$ cat config.mk
export PLATFORM = sky130hd
export DESIGN_NAME = ordered_array_table_engine_top
export DESIGN_NICKNAME = d
export VERILOG_FILES = /design/src/design/oate_pkg.sv /design/src/design/oate_ctrl.sv /design/src/design/oate_dp.sv /design/src/design/ordered_array_table_engine_top.sv
export SDC_FILE = /design/constraint.sdc
export NUM_CORES = 2
export LEC_CHECK = 0
export BUFFER_PORTS_ARGS = -buffer_cell sky130_fd_sc_hd__buf_4
export CAP_MARGIN = 20
export CELL_PAD_IN_SITES_DETAIL_PLACEMENT = 1
export CELL_PAD_IN_SITES_GLOBAL_PLACEMENT = 1
export CORE_MARGIN = 2
export CORE_UTILIZATION = 53
export CTS_CLUSTER_DIAMETER = 50
export DETAILED_ROUTE_END_ITERATION = 6
export HOLD_SLACK_MARGIN = 0.15
export PLACE_DENSITY_LB_ADDON = 0.12
export SLEW_MARGIN = 40
export SYNTH_ARGS = -nofsm -noshare
export SYNTH_HDL_FRONTEND = slang
export SYNTH_HIERARCHICAL = 1
export SYNTH_SLANG_ARGS = --single-unit
$ cat constraint.sdc
create_clock -name clk -period 21.1 [get_ports clk]
set_clock_uncertainty 0.05 [all_clocks]
set_input_delay 3.165 -clock clk [delete_from_list [all_inputs] [get_ports clk]]
set_output_delay 3.165 -clock clk [all_outputs]
set_load 0.01 [all_outputs]
$ cat src/design/oate_pkg.sv
// ----------------------------------------------------------------------------
// Ordered array table engine package
// Shared constants, request and status codes, and the command and status
// groups that join the controller and the datapath.
// ----------------------------------------------------------------------------
`default_nettype none

package oate_pkg;

  localparam int DEPTH_DEF       = 128;
  localparam int VALUE_WIDTH_DEF = 32;

  localparam int MODE_W     = 3;
  localparam int STAT_W     = 3;
  localparam int POS_W      = 8;
  localparam int IN_VAL_W   = 32;
  localparam int OUT_VAL_W  = 32;
  localparam int SUM_W      = 39;
  localparam int IN_DATA_W  = 40;
  localparam int OUT_DATA_W = 152;

  // Request codes.
  localparam logic [MODE_W-1:0] MODE_CLEAR  = 3'd0;
  localparam logic [MODE_W-1:0] MODE_APPEND = 3'd1;
  localparam logic [MODE_W-1:0] MODE_INSERT = 3'd2;
  localparam logic [MODE_W-1:0] MODE_DELETE = 3'd3;
  localparam logic [MODE_W-1:0] MODE_SEARCH = 3'd4;
  localparam logic [MODE_W-1:0] MODE_UPDATE = 3'd5;
  localparam logic [MODE_W-1:0] MODE_READ   = 3'd6;
  localparam logic [MODE_W-1:0] MODE_AGG    = 3'd7;

  // Result status codes.
  localparam logic [STAT_W-1:0] ST_OK       = 3'd0;
  localparam logic [STAT_W-1:0] ST_BADPOS   = 3'd1;
  localparam logic [STAT_W-1:0] ST_NOTFOUND = 3'd2;
  localparam logic [STAT_W-1:0] ST_EMPTY    = 3'd3;
  localparam logic [STAT_W-1:0] ST_FULL     = 3'd4;

  typedef struct packed {
    logic              load;         // latch the accepted item
    logic              commit;       // single-cycle clear, append or update
    logic              scan_start;   // start walking the store
    logic              finish;       // closing write and count change
    logic              load_result;  // fill the output register
    logic [STAT_W-1:0] res_status;
  } oate_cmd_t;

  typedef struct packed {
    logic [MODE_W-1:0] mode;
    logic              pos_zero;
    logic              pos_over;      // position above count
    logic              pos_over_ins;  // position above count plus one
    logic              full;
    logic              empty;
    logic              scan_busy;
    logic              found;
  } oate_stat_t;

endpackage

`default_nettype wire

$ cat src/design/oate_ctrl.sv
// ----------------------------------------------------------------------------
// Ordered array table engine controller
// Decodes each request against the datapath status and sequences the
// check, scan, finish and result phases; owns the output valid flag.
// ----------------------------------------------------------------------------
`default_nettype none

module oate_ctrl (
  input  wire                 clk,
  input  wire                 rst_n,
  input  wire                 in_tvalid,
  output logic                in_tready,
  output logic                out_tvalid,
  input  wire                 out_tready,
  input  oate_pkg::oate_stat_t stat,
  output oate_pkg::oate_cmd_t  cmd
);
  import oate_pkg::*;

  localparam logic [2:0] S_IDLE   = 3'd0;
  localparam logic [2:0] S_DECODE = 3'd1;
  localparam logic [2:0] S_SCAN   = 3'd2;
  localparam logic [2:0] S_FINISH = 3'd3;
  localparam logic [2:0] S_DONE   = 3'd4;

  logic [2:0]        state_r, state_nxt;
  logic [STAT_W-1:0] status_r, status_nxt;
  logic              out_valid_r, out_valid_nxt;
  logic              bad_pos;

  assign bad_pos = stat.pos_zero | stat.pos_over;

  always_comb begin
    state_nxt       = state_r;
    status_nxt      = status_r;
    cmd             = '0;
    cmd.res_status  = status_r;
    in_tready       = 1'b0;
    unique case (state_r)
      S_IDLE: begin
        in_tready = 1'b1;
        if (in_tvalid) begin
          cmd.load  = 1'b1;
          state_nxt = S_DECODE;
        end
      end
      S_DECODE: begin
        status_nxt = ST_OK;
        state_nxt  = S_DONE;
        unique case (stat.mode)
          MODE_CLEAR: begin
            cmd.commit = 1'b1;
          end
          MODE_APPEND: begin
            if (stat.full) begin
              status_nxt = ST_FULL;
            end else begin
              cmd.commit = 1'b1;
            end
          end
          MODE_INSERT: begin
            if (stat.pos_zero || stat.pos_over_ins) begin
              status_nxt = ST_BADPOS;
            end else if (stat.full) begin
              status_nxt = ST_FULL;
            end else begin
              cmd.scan_start = 1'b1;
              state_nxt      = S_SCAN;
            end
          end
          MODE_DELETE, MODE_READ: begin
            if (bad_pos) begin
              status_nxt = ST_BADPOS;
            end else begin
              cmd.scan_start = 1'b1;
              state_nxt      = S_SCAN;
            end
          end
          MODE_UPDATE: begin
            if (bad_pos) begin
              status_nxt = ST_BADPOS;
            end else begin
              cmd.commit = 1'b1;
            end
          end
          MODE_SEARCH: begin
            // An empty store walks no entries and ends as not found.
            cmd.scan_start = 1'b1;
            state_nxt      = S_SCAN;
          end
          MODE_AGG: begin
            if (stat.empty) begin
              status_nxt = ST_EMPTY;
            end else begin
              cmd.scan_start = 1'b1;
              state_nxt      = S_SCAN;
            end
          end
          default: begin
            status_nxt = ST_OK;
          end
        endcase
      end
      S_SCAN: begin
        if (!stat.scan_busy) begin
          state_nxt = S_FINISH;
        end
      end
      S_FINISH: begin
        cmd.finish = 1'b1;
        if (stat.mode == MODE_SEARCH) begin
          status_nxt = stat.found ? ST_OK : ST_NOTFOUND;
        end
        state_nxt = S_DONE;
      end
      S_DONE: begin
        if (!out_valid_r || out_tready) begin
          cmd.load_result = 1'b1;
          state_nxt       = S_IDLE;
        end
      end
      default: begin
        state_nxt = S_IDLE;
      end
    endcase
  end

  always_comb begin
    out_valid_nxt = out_valid_r;
    if (cmd.load_result) begin
      out_valid_nxt = 1'b1;
    end else if (out_tready) begin
      out_valid_nxt = 1'b0;
    end
  end

  always_ff @(posedge clk) begin
    if (!rst_n) begin
      state_r     <= S_IDLE;
      status_r    <= ST_OK;
      out_valid_r <= 1'b0;
    end else begin
      state_r     <= state_nxt;
      status_r    <= status_nxt;
      out_valid_r <= out_valid_nxt;
    end
  end

  assign out_tvalid = out_valid_r;

endmodule

`default_nettype wire

$ cat src/design/oate_dp.sv
// ----------------------------------------------------------------------------
// Ordered array table engine datapath
// Element store, count, request registers, the scan engine that walks the
// store one entry a cycle, the search and aggregate units, and the result
// register.
// ----------------------------------------------------------------------------
`default_nettype none

module oate_dp #(
  parameter int DEPTH       = oate_pkg::DEPTH_DEF,
  parameter int VALUE_WIDTH = oate_pkg::VALUE_WIDTH_DEF
) (
  input  wire                                clk,
  input  wire                                rst_n,
  input  wire        [oate_pkg::MODE_W-1:0]   in_mode,
  input  wire        [oate_pkg::POS_W-1:0]    in_position,
  input  wire signed [oate_pkg::IN_VAL_W-1:0] in_value,
  input  oate_pkg::oate_cmd_t                 cmd,
  output oate_pkg::oate_stat_t                stat,
  output logic       [oate_pkg::STAT_W-1:0]   res_status,
  output logic       [oate_pkg::POS_W-1:0]    res_found_position,
  output logic       [oate_pkg::OUT_VAL_W-1:0] res_element_value,
  output logic       [oate_pkg::OUT_VAL_W-1:0] res_maximum,
  output logic       [oate_pkg::OUT_VAL_W-1:0] res_minimum,
  output logic       [oate_pkg::SUM_W-1:0]    res_total,
  output logic       [oate_pkg::POS_W-1:0]    res_element_count
);
  import oate_pkg::*;

  localparam int AW = $clog2(DEPTH);
  localparam int CW = $clog2(DEPTH + 1);
  localparam int XW = ((CW > POS_W) ? CW : POS_W) + 1;
  localparam int EW = 64 - VALUE_WIDTH;

  logic [VALUE_WIDTH-1:0] mem [DEPTH];

  logic [MODE_W-1:0]             mode_r;
  logic [POS_W-1:0]              pos_r;
  logic [VALUE_WIDTH-1:0]        word_r;
  logic [CW-1:0]                 count_r, count_nxt;
  logic [AW-1:0]                 scan_idx_r, scan_idx_nxt;
  logic [CW-1:0]                 scan_left_r, scan_left_nxt;
  logic                          rd_vld_r;
  logic [AW-1:0]                 rd_idx_r;
  logic signed [VALUE_WIDTH-1:0] rd_data_r;
  logic                          found_r, first_r;
  logic [POS_W-1:0]              fpos_r;
  logic signed [VALUE_WIDTH-1:0] max_r, min_r, elem_r;
  logic [SUM_W-1:0]              sum_r;

  logic [63:0]            val_ext, rd_ext, max_ext, min_ext, elem_ext;
  logic [XW-1:0]          pos_x, cnt_x;
  logic                   rd_en;
  logic                   wr_en;
  logic [AW-1:0]          wr_addr;
  logic [VALUE_WIDTH-1:0] wr_data;
  logic                   res_ok;

  assign val_ext  = {{32{in_value[IN_VAL_W-1]}}, in_value};
  assign rd_ext   = {{EW{rd_data_r[VALUE_WIDTH-1]}}, rd_data_r};
  assign max_ext  = {{EW{max_r[VALUE_WIDTH-1]}}, max_r};
  assign min_ext  = {{EW{min_r[VALUE_WIDTH-1]}}, min_r};
  assign elem_ext = {{EW{elem_r[VALUE_WIDTH-1]}}, elem_r};

  assign pos_x = XW'(pos_r);
  assign cnt_x = XW'(count_r);

  assign stat.mode         = mode_r;
  assign stat.pos_zero     = (pos_r == '0);
  assign stat.pos_over     = (pos_x > cnt_x);
  assign stat.pos_over_ins = (pos_x > cnt_x + XW'(1));
  assign stat.full         = (count_r == CW'(DEPTH));
  assign stat.empty        = (count_r == '0);
  assign stat.scan_busy    = (scan_left_r != '0) | rd_vld_r;
  assign stat.found        = found_r;

  always_ff @(posedge clk) begin
    if (cmd.load) begin
      mode_r <= in_mode;
      pos_r  <= in_position;
      word_r <= val_ext[VALUE_WIDTH-1:0];
    end
  end

  // Scan engine: start address and length follow the request.
  assign rd_en = (scan_left_r != '0);

  always_comb begin
    scan_idx_nxt  = scan_idx_r;
    scan_left_nxt = scan_left_r;
    if (cmd.scan_start) begin
      unique case (mode_r)
        MODE_INSERT: begin
          // Walk downward from the last element to the insert position.
          scan_idx_nxt  = AW'(cnt_x - XW'(1));
          scan_left_nxt = CW'(cnt_x - pos_x + XW'(1));
        end
        MODE_DELETE: begin
          scan_idx_nxt  = AW'(pos_x);
          scan_left_nxt = CW'(cnt_x - pos_x);
        end
        MODE_READ: begin
          scan_idx_nxt  = AW'(pos_x - XW'(1));
          scan_left_nxt = CW'(1);
        end
        default: begin
          scan_idx_nxt  = '0;
          scan_left_nxt = count_r;
        end
      endcase
    end else if (rd_en) begin
      scan_idx_nxt  = (mode_r == MODE_INSERT) ? scan_idx_r - AW'(1) : scan_idx_r + AW'(1);
      scan_left_nxt = scan_left_r - CW'(1);
    end
  end

  // Single write port: shifted words during a scan, else the request word.
  always_comb begin
    wr_en   = 1'b0;
    wr_addr = '0;
    wr_data = word_r;
    priority if (rd_vld_r && mode_r == MODE_INSERT) begin
      wr_en   = 1'b1;
      wr_addr = rd_idx_r + AW'(1);
      wr_data = rd_data_r;
    end else if (rd_vld_r && mode_r == MODE_DELETE) begin
      wr_en   = 1'b1;
      wr_addr = rd_idx_r - AW'(1);
      wr_data = rd_data_r;
    end else if (cmd.commit && mode_r == MODE_APPEND) begin
      wr_en   = 1'b1;
      wr_addr = AW'(count_r);
    end else if ((cmd.commit && mode_r == MODE_UPDATE) ||
                 (cmd.finish && mode_r == MODE_INSERT)) begin
      wr_en   = 1'b1;
      wr_addr = AW'(pos_x - XW'(1));
    end else begin
      wr_en = 1'b0;
    end
  end

  always_ff @(posedge clk) begin
    if (wr_en) begin
      mem[wr_addr] <= wr_data;
    end
    if (rd_en) begin
      rd_data_r <= mem[scan_idx_r];
    end
  end

  always_comb begin
    count_nxt = count_r;
    if (cmd.commit && mode_r == MODE_CLEAR) begin
      count_nxt = '0;
    end else if ((cmd.commit && mode_r == MODE_APPEND) ||
                 (cmd.finish && mode_r == MODE_INSERT)) begin
      count_nxt = count_r + CW'(1);
    end else if (cmd.finish && mode_r == MODE_DELETE) begin
      count_nxt = count_r - CW'(1);
    end
  end

  always_ff @(posedge clk) begin
    if (!rst_n) begin
      count_r     <= '0;
      scan_left_r <= '0;
      rd_vld_r    <= 1'b0;
      found_r     <= 1'b0;
      first_r     <= 1'b0;
    end else begin
      count_r     <= count_nxt;
      scan_left_r <= scan_left_nxt;
      rd_vld_r    <= rd_en;
      if (cmd.scan_start) begin
        found_r <= 1'b0;
        first_r <= 1'b1;
      end else if (rd_vld_r) begin
        first_r <= 1'b0;
        if (mode_r == MODE_SEARCH && !found_r && rd_data_r == word_r) begin
          found_r <= 1'b1;
        end
      end
    end
  end

  always_ff @(posedge clk) begin
    scan_idx_r <= scan_idx_nxt;
    if (rd_en) begin
      rd_idx_r <= scan_idx_r;
    end
    if (cmd.scan_start) begin
      sum_r <= '0;
    end else if (rd_vld_r) begin
      // The first match wins; later equal words leave the position alone.
      if (mode_r == MODE_SEARCH && !found_r && rd_data_r == word_r) begin
        fpos_r <= POS_W'(XW'(rd_idx_r) + XW'(1));
      end
      if (mode_r == MODE_READ) begin
        elem_r <= rd_data_r;
      end
      if (first_r || rd_data_r > max_r) begin
        max_r <= rd_data_r;
      end
      if (first_r || rd_data_r < min_r) begin
        min_r <= rd_data_r;
      end
      sum_r <= sum_r + rd_ext[SUM_W-1:0];
    end
  end

  assign res_ok = (cmd.res_status == ST_OK);

  always_ff @(posedge clk) begin
    if (cmd.load_result) begin
      res_status         <= cmd.res_status;
      res_element_count  <= POS_W'(count_r);
      res_found_position <= (res_ok && mode_r == MODE_SEARCH) ? fpos_r : '0;
      res_element_value  <= (res_ok && mode_r == MODE_READ) ?
                            elem_ext[OUT_VAL_W-1:0] : '0;
      if (res_ok && mode_r == MODE_AGG) begin
        res_maximum <= max_ext[OUT_VAL_W-1:0];
        res_minimum <= min_ext[OUT_VAL_W-1:0];
        res_total   <= sum_r;
      end else begin
        res_maximum <= '0;
        res_minimum <= '0;
        res_total   <= '0;
      end
    end
  end

endmodule

`default_nettype wire

$ cat src/design/ordered_array_table_engine_top.sv
// ----------------------------------------------------------------------------
// Ordered array table engine
// Dense ordered array of signed words with clear, append, insert, delete,
// search, update, read and aggregate requests.
// ----------------------------------------------------------------------------
// Usage:
//   Requests enter on the in_ stream; in_tuser carries the request code and
//   in_tdata the position and value. Each request yields exactly one result
//   item on the out_ stream; out_tuser carries the status code.
//   A request is taken only while the controller is idle, so one request is
//   in work at a time. Clear, append, update and requests refused at the
//   check go from the check straight to the result register. Insert, delete,
//   read, search and aggregates go from the check through a walk over up to
//   DEPTH store entries and a finish step to the result register. The walk
//   reads one store entry a cycle through the single read port of the element
//   memory.
//   The result waits in an output register; the next request is accepted
//   while it waits, and a stalled receiver only holds the engine when the
//   following result is ready to be written.
//   Reset empties the array (count zero) and drops any pending result; the
//   store contents are not cleared and no clearing pass is needed.
// ----------------------------------------------------------------------------
`default_nettype none

module ordered_array_table_engine_top #(
  parameter int DEPTH       = oate_pkg::DEPTH_DEF,
  parameter int VALUE_WIDTH = oate_pkg::VALUE_WIDTH_DEF
) (
  input  wire                               clk,
  input  wire                               rst_n,
  input  wire                               in_tvalid,
  output logic                              in_tready,
  // position [7:0], value [39:8]
  input  wire  [oate_pkg::IN_DATA_W-1:0]    in_tdata,
  // mode [2:0]
  input  wire  [oate_pkg::MODE_W-1:0]       in_tuser,
  output logic                              out_tvalid,
  input  wire                               out_tready,
  // found_position [7:0], element_value [39:8], maximum [71:40],
  // minimum [103:72], total [142:104], element_count [150:143], zero [151]
  output logic [oate_pkg::OUT_DATA_W-1:0]   out_tdata,
  // status [2:0]
  output logic [oate_pkg::STAT_W-1:0]       out_tuser
);
  import oate_pkg::*;

  oate_cmd_t  cmd;
  oate_stat_t stat;

  logic [POS_W-1:0]     res_found_position;
  logic [OUT_VAL_W-1:0] res_element_value;
  logic [OUT_VAL_W-1:0] res_maximum;
  logic [OUT_VAL_W-1:0] res_minimum;
  logic [SUM_W-1:0]     res_total;
  logic [POS_W-1:0]     res_element_count;

  oate_ctrl u_ctrl (
    .clk        (clk),
    .rst_n      (rst_n),
    .in_tvalid  (in_tvalid),
    .in_tready  (in_tready),
    .out_tvalid (out_tvalid),
    .out_tready (out_tready),
    .stat       (stat),
    .cmd        (cmd)
  );

  oate_dp #(
    .DEPTH       (DEPTH),
    .VALUE_WIDTH (VALUE_WIDTH)
  ) u_dp (
    .clk                (clk),
    .rst_n              (rst_n),
    .in_mode            (in_tuser),
    .in_position        (in_tdata[7:0]),
    .in_value           (in_tdata[39:8]),
    .cmd                (cmd),
    .stat               (stat),
    .res_status         (out_tuser),
    .res_found_position (res_found_position),
    .res_element_value  (res_element_value),
    .res_maximum        (res_maximum),
    .res_minimum        (res_minimum),
    .res_total          (res_total),
    .res_element_count  (res_element_count)
  );

  assign out_tdata = {1'b0, res_element_count, res_total, res_minimum, res_maximum,
                      res_element_value, res_found_position};

endmodule

`default_nettype wire

==> impl_table.tex <==
\begin{tabular}{lr}
\hline
Metric & Value \\
\hline
\multicolumn{2}{l}{\textbf{Placed design}} \\
\quad Estimated wirelength of the detail-placed design & 308000 microns \\
\quad Cell count after placement & 12.2k \\
\quad Buffers added on ports & 202 \\
\quad Global placement routability congestion & 0.876 \\
\quad Pre-CTS setup slack & 13.86 ns \\
\quad Area post-placement & 187000 sq um \\
\multicolumn{2}{l}{\textbf{Drt}} \\
\quad Final routed DRC violation total & 4 \\
\quad Starting DRC count in detailed routing & 12.9k \\
\quad Wire length per cell after detailed routing & 38.2 microns \\
\quad Total via count in the routed design & 87.1k \\
\quad Total Routed Length & 503000 microns \\
\quad Detailed-route vias per instance & 6.62 \\
\quad Number of nets with antenna violations after routing & 0 \\
\quad Pre-antenna DRT Iters & 7 \\
\multicolumn{2}{l}{\textbf{Global routing}} \\
\quad Number of global-route vias before repair & 88.4k \\
\quad First-pass GRT wire length & 706000 microns \\
\quad Overflow left after global routing & 0 \\
\quad Maximum number of pins on one net before global-route repair & 94 \\
\quad Overall Global Routing Usage & 0.300 \\
\quad Initial antenna violation count & 76 \\
\multicolumn{2}{l}{\textbf{Floorplan}} \\
\quad Starting utilization of the core area & 0.533 \\
\quad Horizontal die dimension & 581 microns \\
\quad Floorplan core area & 331000 sq um \\
\quad Height of the die & 581 microns \\
\quad Number of ports placed on the die boundary & 204 \\
\quad Total Die Area & 337000 sq um \\
\quad Row count & 211 \\
\multicolumn{2}{l}{\textbf{Worst setup path}} \\
\quad Crit Path Max Fanout & 19 \\
\quad Nature of the critical path endpoint & flop \\
\quad Signal arrival time at the worst endpoint & 7.95 ns \\
\quad Type of the setup path with the least slack & flop to flop \\
\quad Required @ worst endpoint & 21.72 ns \\
\quad Startpoint class of the critical path & flop \\
\multicolumn{2}{l}{\textbf{Finish}} \\
\quad Count of nets after finishing & 8526 \\
\quad Sequential cell area & 135000 sq um \\
\quad Multi-input gate area & 40900 sq um \\
\quad Share of layout cells above drive strength 1 & 0.325 \\
\quad Number of flip-flops in the largest register & 4096 \\
\quad Number of filler cells placed in the layout & 26.3k \\
\quad Non-filler instance count after layout & 13.2k \\
\quad Register name with the most flops & u\_dp/mem \\
\quad Area growth from synthesis to final layout & 15.7\% \\
\quad Top Registers & u\_dp/mem x4096, u\_dp/res\_total x39, u\_dp/sum\_r x39 \\
\quad Cell area after layout & 204000 sq um \\
\multicolumn{2}{l}{\textbf{Pwr}} \\
\quad Leakage power summed over all cells & 64.7 nW \\
\quad Power Dens Cells & 140 nW/um\^{}2 \\
\quad Maximum ir drop on the vdd rail & 0.000108 V \\
\multicolumn{2}{l}{\textbf{Timing}} \\
\quad RSZ-0062 raised after global routing & false \\
\quad Final hold violation count & 0 \\
\quad Actual transition at the worst max-transition pin & 0.891 ns \\
\quad Headroom to the max-slew limit & 0.404 \\
\quad Sum of negative setup slack & 0 ns \\
\quad Final setup violation count & 0 \\
\quad Final min period & 7.33 ns \\
\quad Slack of the critical path & 13.77 ns \\
\quad Peak Freq & 136 MHz \\
\quad Period utilisation layout & 0.347 \\
\quad Final Max Slew Viols & 0 \\
\multicolumn{2}{l}{\textbf{Logic synthesis}} \\
\quad Combined area of all synthesized cells & 176000 sq um \\
\quad Fraction of post-synthesis cell area in the top cell type by area & 0.757 \\
\quad Number of enable flip-flop cells after synthesis & 4443 \\
\quad Average cell area after synthesis & 22.9 sq um \\
\quad Flip-flop cell with the highest count after synthesis & sky130\_fd\_sc\_hd\_\_edfxtp\_1 \\
\quad Yosys Warn Count & 6 \\
\quad Post-Syn Instances & 7686 \\
\quad Ranking of synthesized cells by area & sky130\_fd\_sc\_hd\_\_edfxtp\_1 76\%, sky130\_fd\_sc\_hd\_\_mux4\_2 17\%, sky130\_fd\_sc\_hd\_\_ha\_1 0.97\% \\
\quad Number of distinct library cells after synthesis & 76 \\
\quad Post-synthesis sequential area ratio & 0.765 \\
\quad Share of async-settable or async-resettable flops after synthesis & 0 \\
\quad Synth area leader & sky130\_fd\_sc\_hd\_\_edfxtp\_1 \\
\quad Flop and latch count out of synthesis & 4508 \\
\quad Net count of the mapped netlist & 7874 \\
\multicolumn{2}{l}{\textbf{Status}} \\
\quad Violated checks & design-rule violations \\
\quad Outcome & finished with violations \\
\multicolumn{2}{l}{\textbf{Clock network}} \\
\quad Root cell of the clock tree & sky130\_fd\_sc\_hd\_\_clkbuf\_16 \\
\quad Setup Fix Bufs, Post-CTS & 0 \\
\quad TritonCTS buffer count & 484 \\
\quad Clk sink count & 4508 \\
\quad Clock transition at the registers of the reported paths & 0.06 ns \\
\quad Clock Tree Buf Depth & 4 \\
\quad Hold-fix buffers at CTS & 0 \\
\quad Quantity of gates resized following cts & 0 \\
\quad Maximum level of the CTS H-tree & 5 \\
\quad CTS tree & done \\
\quad Clock latency reported for the late side of the worst-skew pair & 1.03 ns \\
\multicolumn{2}{l}{\textbf{Hold path}} \\
\quad Classification of the worst-slack hold path & flop to flop \\
\multicolumn{2}{l}{\textbf{Flow run}} \\
\quad Max Cap Violations & 0 \\
\hline
\end{tabular}
routing by layer:
metal	share of wire	GRT usage
met5	0.00038	0
met2	0.46	0.448
met4	0.028	0.0830
met3	0.12	0.0668
met1	0.39	0.451
per-stage QoR:
| step | utilization | hold WS, ns | total power [mW] |
|---|---|---|---|
| after global routing | 0.617 | 0.449 | 29.3 |
| final | 0.617 | 0.419 | 28.5 |
| after global placement | 0.558 | 0.401 | 19.9 |
| after floorplan | - | 0.364 | 16.2 |
| after detailed placement | 0.567 | 0.412 | 20.1 |
| after CTS | 0.615 | 0.426 | 28.5 |
cells in the final DEF (no fill, tap or decap), types with 16 or more instances in the layout:
| cell type | n |
|---|---|
| sky130_fd_sc_hd__edfxtp_1 | 4443 |
| sky130_fd_sc_hd__mux4_2 | 1344 |
| sky130_fd_sc_hd__clkbuf_16 | 484 |
| sky130_fd_sc_hd__buf_4 | 364 |
| sky130_fd_sc_hd__ha_1 | 137 |
| sky130_fd_sc_hd__nor2_4 | 130 |
| sky130_fd_sc_hd__inv_1 | 113 |
| sky130_fd_sc_hd__nor2_1 | 102 |
| sky130_fd_sc_hd__clkinv_1 | 98 |
| sky130_fd_sc_hd__nor3_1 | 92 |
| sky130_fd_sc_hd__and2_1 | 87 |
| sky130_fd_sc_hd__nand2_1 | 86 |
| sky130_fd_sc_hd__clkbuf_1 | 85 |
| sky130_fd_sc_hd__a21oi_1 | 85 |
| sky130_fd_sc_hd__clkinv_2 | 77 |
| sky130_fd_sc_hd__buf_16 | 71 |
| sky130_fd_sc_hd__xnor2_1 | 68 |
| sky130_fd_sc_hd__dfxtp_1 | 64 |
| sky130_fd_sc_hd__diode_2 | 54 |
| sky130_fd_sc_hd__buf_6 | 53 |
| sky130_fd_sc_hd__o21ai_0 | 52 |
| sky130_fd_sc_hd__bufinv_16 | 50 |
| sky130_fd_sc_hd__xor2_1 | 47 |
| sky130_fd_sc_hd__a21o_1 | 44 |
| sky130_fd_sc_hd__buf_8 | 43 |
| sky130_fd_sc_hd__clkinvlp_4 | 37 |
| sky130_fd_sc_hd__mux2_2 | 36 |
| sky130_fd_sc_hd__nand3_1 | 29 |
| sky130_fd_sc_hd__nand4_1 | 29 |
| sky130_fd_sc_hd__inv_6 | 25 |
| sky130_fd_sc_hd__mux2_8 | 24 |
| sky130_fd_sc_hd__mux2i_1 | 22 |
| sky130_fd_sc_hd__nor2b_1 | 19 |
| sky130_fd_sc_hd__nand2_2 | 19 |
| sky130_fd_sc_hd__o21a_1 | 17 |
| sky130_fd_sc_hd__buf_12 | 17 |
| sky130_fd_sc_hd__a211oi_1 | 16 |
Yosys cell counts, drive strengths merged, types with 22 or more instances:
cell,count
a21o,44
a21oi,87
and2,88
buf,153
clkbuf,230
dfxtp,65
edfxtp,4443
ha,137
inv,114
mux2,67
mux2i,22
mux4,1344
nand2,105
nand3,29
nand4,29
nor2,234
nor3,93
o21ai,54
xnor2,68
xor2,47
cell families after synthesis:
| group | count (synthesis) | share of synthesized area |
|---|---|---|
| multiplexers | 1433 | 0.177 |
| XOR/XNOR | 115 | 0.00572 |
| AND/OR/NAND/NOR | 664 | 0.0182 |
| other | 1 | 0.0000213 |
| adder cells (fa/ha/maj) | 141 | 0.0102 |
| AO/OA/AOI/OAI | 326 | 0.0123 |
| flip-flops | 4508 | 0.765 |
| buffers and inverters | 498 | 0.0115 |
where the power goes:
| group | leakage [nW] | switching (mW) | internal (mW) |
|---|---|---|---|
| logic | 16.4 | 5.78 | 3.66 |
| clock network | 7.67 | 3.58 | 4.87 |
| registers | 40.6 | 0.127 | 10.5 |
| total | 64.7 | 9.49 | 19.0 |
path summary, 6_finish.rpt:
| path | startpoint | end | slack (ns) | depth (start not counted) |
|---|---|---|---|---|
| min | u_ctrl/status_r[1]$_SDFFE_PN0P_ | u_dp/res_status[1]$_DFFE_PP_ | 0.42 | 0 |
| max reg2reg | u_dp/count_r[0]$_SDFFE_PP0P_ | u_dp/mem[27][1]$_DFFE_PP_ | 13.77 | 21 |
| min reg2reg | u_ctrl/status_r[1]$_SDFFE_PN0P_ | u_dp/res_status[1]$_DFFE_PP_ | 0.42 | 0 |
| max | u_dp/count_r[0]$_SDFFE_PP0P_ | u_dp/mem[27][1]$_DFFE_PP_ | 13.77 | 21 |
final cells by class:
cell class / count / area share
timing repair buffer: 549 / 0.0308
multi-input combinational: 2680 / 0.201
antenna: 54 / 0.000663
clock inverter: 323 / 0.0166
tap: 4366 / 0.0268
inverter: 115 / 0.00212
sequential: 4508 / 0.661
clock buffer: 576 / 0.0614
worst max-delay path, stage by stage (launching register included):
cell and delay, ns:
sky130_fd_sc_hd__dfxtp_1 0.52, sky130_fd_sc_hd__inv_1 0.27, sky130_fd_sc_hd__ha_1 0.27, sky130_fd_sc_hd__inv_1 0.07
sky130_fd_sc_hd__fa_1 0.22, sky130_fd_sc_hd__a21o_1 0.15, sky130_fd_sc_hd__a21oi_1 0.11, sky130_fd_sc_hd__o21ai_0 0.26
sky130_fd_sc_hd__a21oi_1 0.11, sky130_fd_sc_hd__o21ba_2 0.23, sky130_fd_sc_hd__nor2_1 0.22, sky130_fd_sc_hd__a31oi_1 0.14
sky130_fd_sc_hd__nor3_1 0.43, sky130_fd_sc_hd__nand3b_1 0.20, sky130_fd_sc_hd__nor2_1 0.55, sky130_fd_sc_hd__a221oi_1 0.26
sky130_fd_sc_hd__a21o_1 0.22, sky130_fd_sc_hd__mux2_2 0.28, sky130_fd_sc_hd__nor2_1 0.60, sky130_fd_sc_hd__nand2_1 0.73
sky130_fd_sc_hd__nor2_4 0.66, sky130_fd_sc_hd__buf_4 0.42
No activity file was read; power rests on OpenSTA's default activity.
